### config.mk
export PLATFORM = sky130hd
export DESIGN_NAME = wwmd_axis
export DESIGN_NICKNAME = d
export VERILOG_FILES = /design/src/rtl/wwmd_pkg.sv /design/src/rtl/wwmd_axis.sv
export SDC_FILE = /design/constraint.sdc
export NUM_CORES = 1
export LEC_CHECK = 0
export BUFFER_PORTS_ARGS = -buffer_cell sky130_fd_sc_hd__buf_2
export CAP_MARGIN = 25
export CORE_MARGIN = 3
export CORE_UTILIZATION = 38
export DETAILED_ROUTE_END_ITERATION = 6
export GPL_ROUTABILITY_DRIVEN = 0
export PLACE_DENSITY = 0.62
export SETUP_SLACK_MARGIN = 0.02
export SLEW_MARGIN = 20
export SYNTH_ARGS = -nofsm -noshare
export SYNTH_HDL_FRONTEND = slang
export SYNTH_SLANG_ARGS = --single-unit
### constraint.sdc
create_clock -name vclk -period 22.8
set_input_delay 3.42 -clock vclk [all_inputs]
set_output_delay 3.42 -clock vclk [all_outputs]
set_load 0.005 [all_outputs]
### src/rtl/wwmd_pkg.sv
// Shared types and constants of the wrist wake motion detector.
package wwmd_pkg;

	localparam int NUM_AXES = 3;
	localparam int SAMPLE_W = 16;
	localparam int TIME_W   = 32;
	localparam int CNT_W    = 32;
	localparam int ACC_W    = 32;
	localparam int THR_W    = 16;
	localparam int HOLD_W   = 16;
	localparam int DECAY_W  = 15;
	localparam int MAG_W    = 64;
	localparam int CFG_IDX_W  = 4;
	localparam int CFG_DATA_W = 16;

	// Register reset values
	localparam logic              RST_ENABLE    = 1'b1;
	localparam logic [THR_W-1:0]  RST_THRESHOLD = 16'd300;
	localparam logic [HOLD_W-1:0] RST_HOLDOFF   = 16'd2000;
	localparam logic [DECAY_W-1:0] RST_DECAY    = 15'd29491;

	typedef enum logic [1:0] {
		CMD_SAMPLE = 2'd0,
		CMD_CHECK  = 2'd1,
		CMD_CLEAR  = 2'd2,
		CMD_NOP    = 2'd3
	} cmd_t;

	typedef enum logic [CFG_IDX_W-1:0] {
		REG_ENABLE    = 4'd0,
		REG_THRESHOLD = 4'd1,
		REG_HOLDOFF   = 4'd2,
		REG_DECAY     = 4'd3
	} cfg_reg_t;

endpackage

### src/rtl/wwmd_axis.sv
// One axis of the damped velocity update: difference, accumulate, Q0.15 decay, saturate.
module wwmd_axis
	import wwmd_pkg::*;
#(
	parameter int SAMPLE_BITS = 16,
	parameter int FRAC_BITS   = 8
) (
	input  logic [SAMPLE_W-1:0]           sample,
	input  logic signed [SAMPLE_BITS-1:0] prev,
	input  logic signed [ACC_W-1:0]       acc,
	input  logic [DECAY_W-1:0]            decay,
	output logic signed [SAMPLE_BITS-1:0] prev_next,
	output logic signed [ACC_W-1:0]       acc_next
);
	localparam int DW = SAMPLE_BITS + 1;
	localparam int SW = DW + FRAC_BITS;
	localparam int AW = ((SW > ACC_W) ? SW : ACC_W) + 1;
	localparam int PW = AW + DECAY_W + 1;

	logic [SAMPLE_BITS+SAMPLE_W-1:0] wide;
	logic signed [SAMPLE_BITS-1:0]   smp;
	logic signed [AW-1:0]            diff;
	logic signed [AW-1:0]            sum;
	logic signed [DECAY_W:0]         dec_s;
	logic signed [PW-1:0]            prod;
	logic signed [PW-1:0]            scaled;
	logic                            ovf;

	// Low SAMPLE_BITS of the field, taken as signed
	assign wide = {{SAMPLE_BITS{1'b0}}, sample};
	assign smp  = signed'(wide[SAMPLE_BITS-1:0]);

	// Change since last sample, moved to the accumulator's fixed point
	assign diff = AW'(smp) - AW'(prev);
	assign sum  = AW'(acc) + (diff <<< FRAC_BITS);

	// Decay multiply; arithmetic shift floors towards minus infinity
	assign dec_s  = signed'({1'b0, decay});
	assign prod   = PW'(sum) * PW'(dec_s);
	assign scaled = prod >>> DECAY_W;

	// Saturate to the 32-bit accumulator range
	assign ovf = !((&scaled[PW-1:ACC_W-1]) || !(|scaled[PW-1:ACC_W-1]));

	always_comb begin
		if (ovf) begin
			acc_next = scaled[PW-1] ? signed'({1'b1, {(ACC_W-1){1'b0}}})
			                        : signed'({1'b0, {(ACC_W-1){1'b1}}});
		end else begin
			acc_next = scaled[ACC_W-1:0];
		end
	end

	assign prev_next = smp;

endmodule

==> results.py <==
metrics = {
    "yosys": {
        "synthMuxAreaShare_pct": 0,
        "synth-simple-area-share_pct": 16.4,
        "syn_avg_cell_area_um2": 8.64,
        "mappedNetlistArea_um2": 19200,
        "synth-xor-area-share_pct": 3.61,
        "synth_fa_ha_area_share_pct": 58.6,
        "netlist_instances": 2218,
        "synthDistinctLibCells": 61,
        "synth-seq-area-share_pct": 0,
        "syn-num-nets": 2913,
        "synth_top_family_by_area": "adder cells",
        "ys.warnings.count": 0,
        "synth_compound_area_share_pct": 8.53,
    },
    "setup_path": {
        "path_class": "in -> out",
        "critPathLaunchType": "input port",
        "worst_setup_path_end_kind": "output pin",
        "cp.buffers_inverters": 7,
        "critPathRequiredTime_ns": 19.38,
        "cp-startpoint": "sample[0]",
        "worstPathArrival_ns": 14.97,
        "critPathTopFamily": "compound AO/OA/AOI/OAI gates",
        "slowest_stage": "xnor2_1",
        "worst_path_most_repeated_cell": "fa_1",
        "path_max_fanout": 22,
        "critical-path-max-stage-delay_ns": 0.75,
    },
    "drt": {
        "dr.pass1.iters": 5,
        "antenna_left": 0,
        "via_per_inst": 5.11,
        "detailroute.via_count": 14900,
        "drt-initial-drc-count": 720,
        "remaining_drc_errors": 0,
        "top_layer": "met4",
        "wl_met3_um": 2660,
        "wl_um": 51600,
        "routedWlPerCell_um": 17.7,
        "met2_length_um": 26900,
        "wl_met1_um": 19600,
    },
    "worst_hold_path": {
        "worstHoldStart": "sample[5]",
        "min_path_type": "in -> out",
    },
    "timing": {
        "tightest_slew_ns": 1.03,
        "fmax_ghz": 0.0544,
        "tns_ns": 0,
        "finalHoldViolations": 0,
        "drv_slew": 0,
        "rsz0062_at_grt": "false",
        "period_share_pct": 80.7,
        "fin_hold_ws_ns": 7.03,
        "slew_headroom_pct": 31.3,
        "period_needed_ns": 18.39,
        "setup_viol": 0,
        "layout_setup_ws_ns": 4.41,
    },
    "global_routing": {
        "antenna_found_initial": 0,
        "grt_pass1_vias": 17000,
        "grt_start_max_net_pins": 35,
        "grt_pass1_wl_um": 86800,
        "grt_overflow_total": 0,
        "grt_usage_pct": 20.2,
    },
    "layout": {
        "final.fill_count": 4956,
        "nets": 2949,
        "layout_common_cells": "inv_1, fa_1, nand2_1",
        "layout-drive-gt1-share_pct": 8.70,
        "clkbuf_count": 0,
        "final_common_cell": "inv_1",
        "area_delta_synth_final_pct": 6.17,
        "multiInputGateArea_um2": 16700,
        "ff_latch_area_um2": 0,
        "seq_cells": 0,
    },
    "die": {
        "core-area_um2": 49400,
        "num_rows": 81,
        "die-area_um2": 53100,
        "io_pins": 127,
        "initial_utilization_pct": 38.8,
        "die_h_um": 231,
        "die_x_um": 231,
    },
    "cts": {
        "hold_buffers": 0,
        "post-cts-setup-buffer-count": 0,
        "post_cts_resized": 0,
    },
    "run_status": {
        "outcome": "finished, final reports clean",
    },
    "placement": {
        "place_ws_ns": 4.39,
        "port_buffers": 127,
        "hpwl_um": 40200,
    },
    "run": {
        "max_cap_violations": 0,
    },
}
stage by stage:
| step | utilization, % | cells | cell area [um2] |
|---|---|---|---|
| floorplan | - | 2218 | 19200 |
| global placement | 41.1 | 2915 | 20300 |
| detailed placement | 41.1 | 2915 | 20300 |
| CTS | 41.1 | 2915 | 20300 |
| global route | 41.2 | 2916 | 20300 |
| finish | 41.2 | 2917 | 20300 |
cells in the mapped netlist, types with 4 or more instances:
cell	number	area share [%]
inv_1	520	10
fa_1	461	48
nand2_1	326	6.4
and2_1	183	6.0
ha_1	155	10
clkbuf_1	85	1.7
a21oi_1	58	1.5
xnor2_1	56	2.6
nor2_1	43	0.84
a21o_1	33	1.3
o21ai_2	31	1.4
o21ai_0	22	0.57
xor2_1	21	0.96
nand2b_1	19	0.62
and3_1	18	0.59
nand3_1	18	0.47
nor2b_1	18	0.59
buf_4	16	0.63
a211oi_1	11	0.43
nand4_1	10	0.33
a31oi_1	9	0.29
nor3_1	9	0.24
o21ai_1	9	0.24
buf_2	8	0.21
o21bai_1	8	0.31
o21a_1	7	0.27
maj3_1	5	0.26
a311oi_1	4	0.18
path summary, 6_finish.rpt:
| kind | to | slack, ns | depth (start not counted) |
|---|---|---|---|
| min | prev_next[5] | 7.03 | 2 |
| max | acc_next[0] | 4.41 | 44 |
kinds of logic (layout without fill, tap and decap cells):
kind of cell | count (synthesis) | count (layout)
buf+inv | 633 | 667
compound gates | 233 | 233
simple gates | 653 | 653
fa+ha+maj | 621 | 621
xor+xnor | 78 | 78
other cells | 0 | 1
area by class of cell:
cell class | count | share of cell area [%]
multi-input cells | 1585 | 82.3
inverters | 520 | 9.60
well taps | 664 | 4.08
repair buffers | 147 | 3.96
diodes | 1 | 0.0123
routing by layer:
| layer | vias up | global-route usage [%] |
|---|---|---|
| met2 | 461 | 37.5 |
| met5 | - | 0 |
| met4 | 0 | 8.36 |
| met1 | 7630 | 24.1 |
| met3 | 135 | 1.62 |
| li1 | 6674 | - |
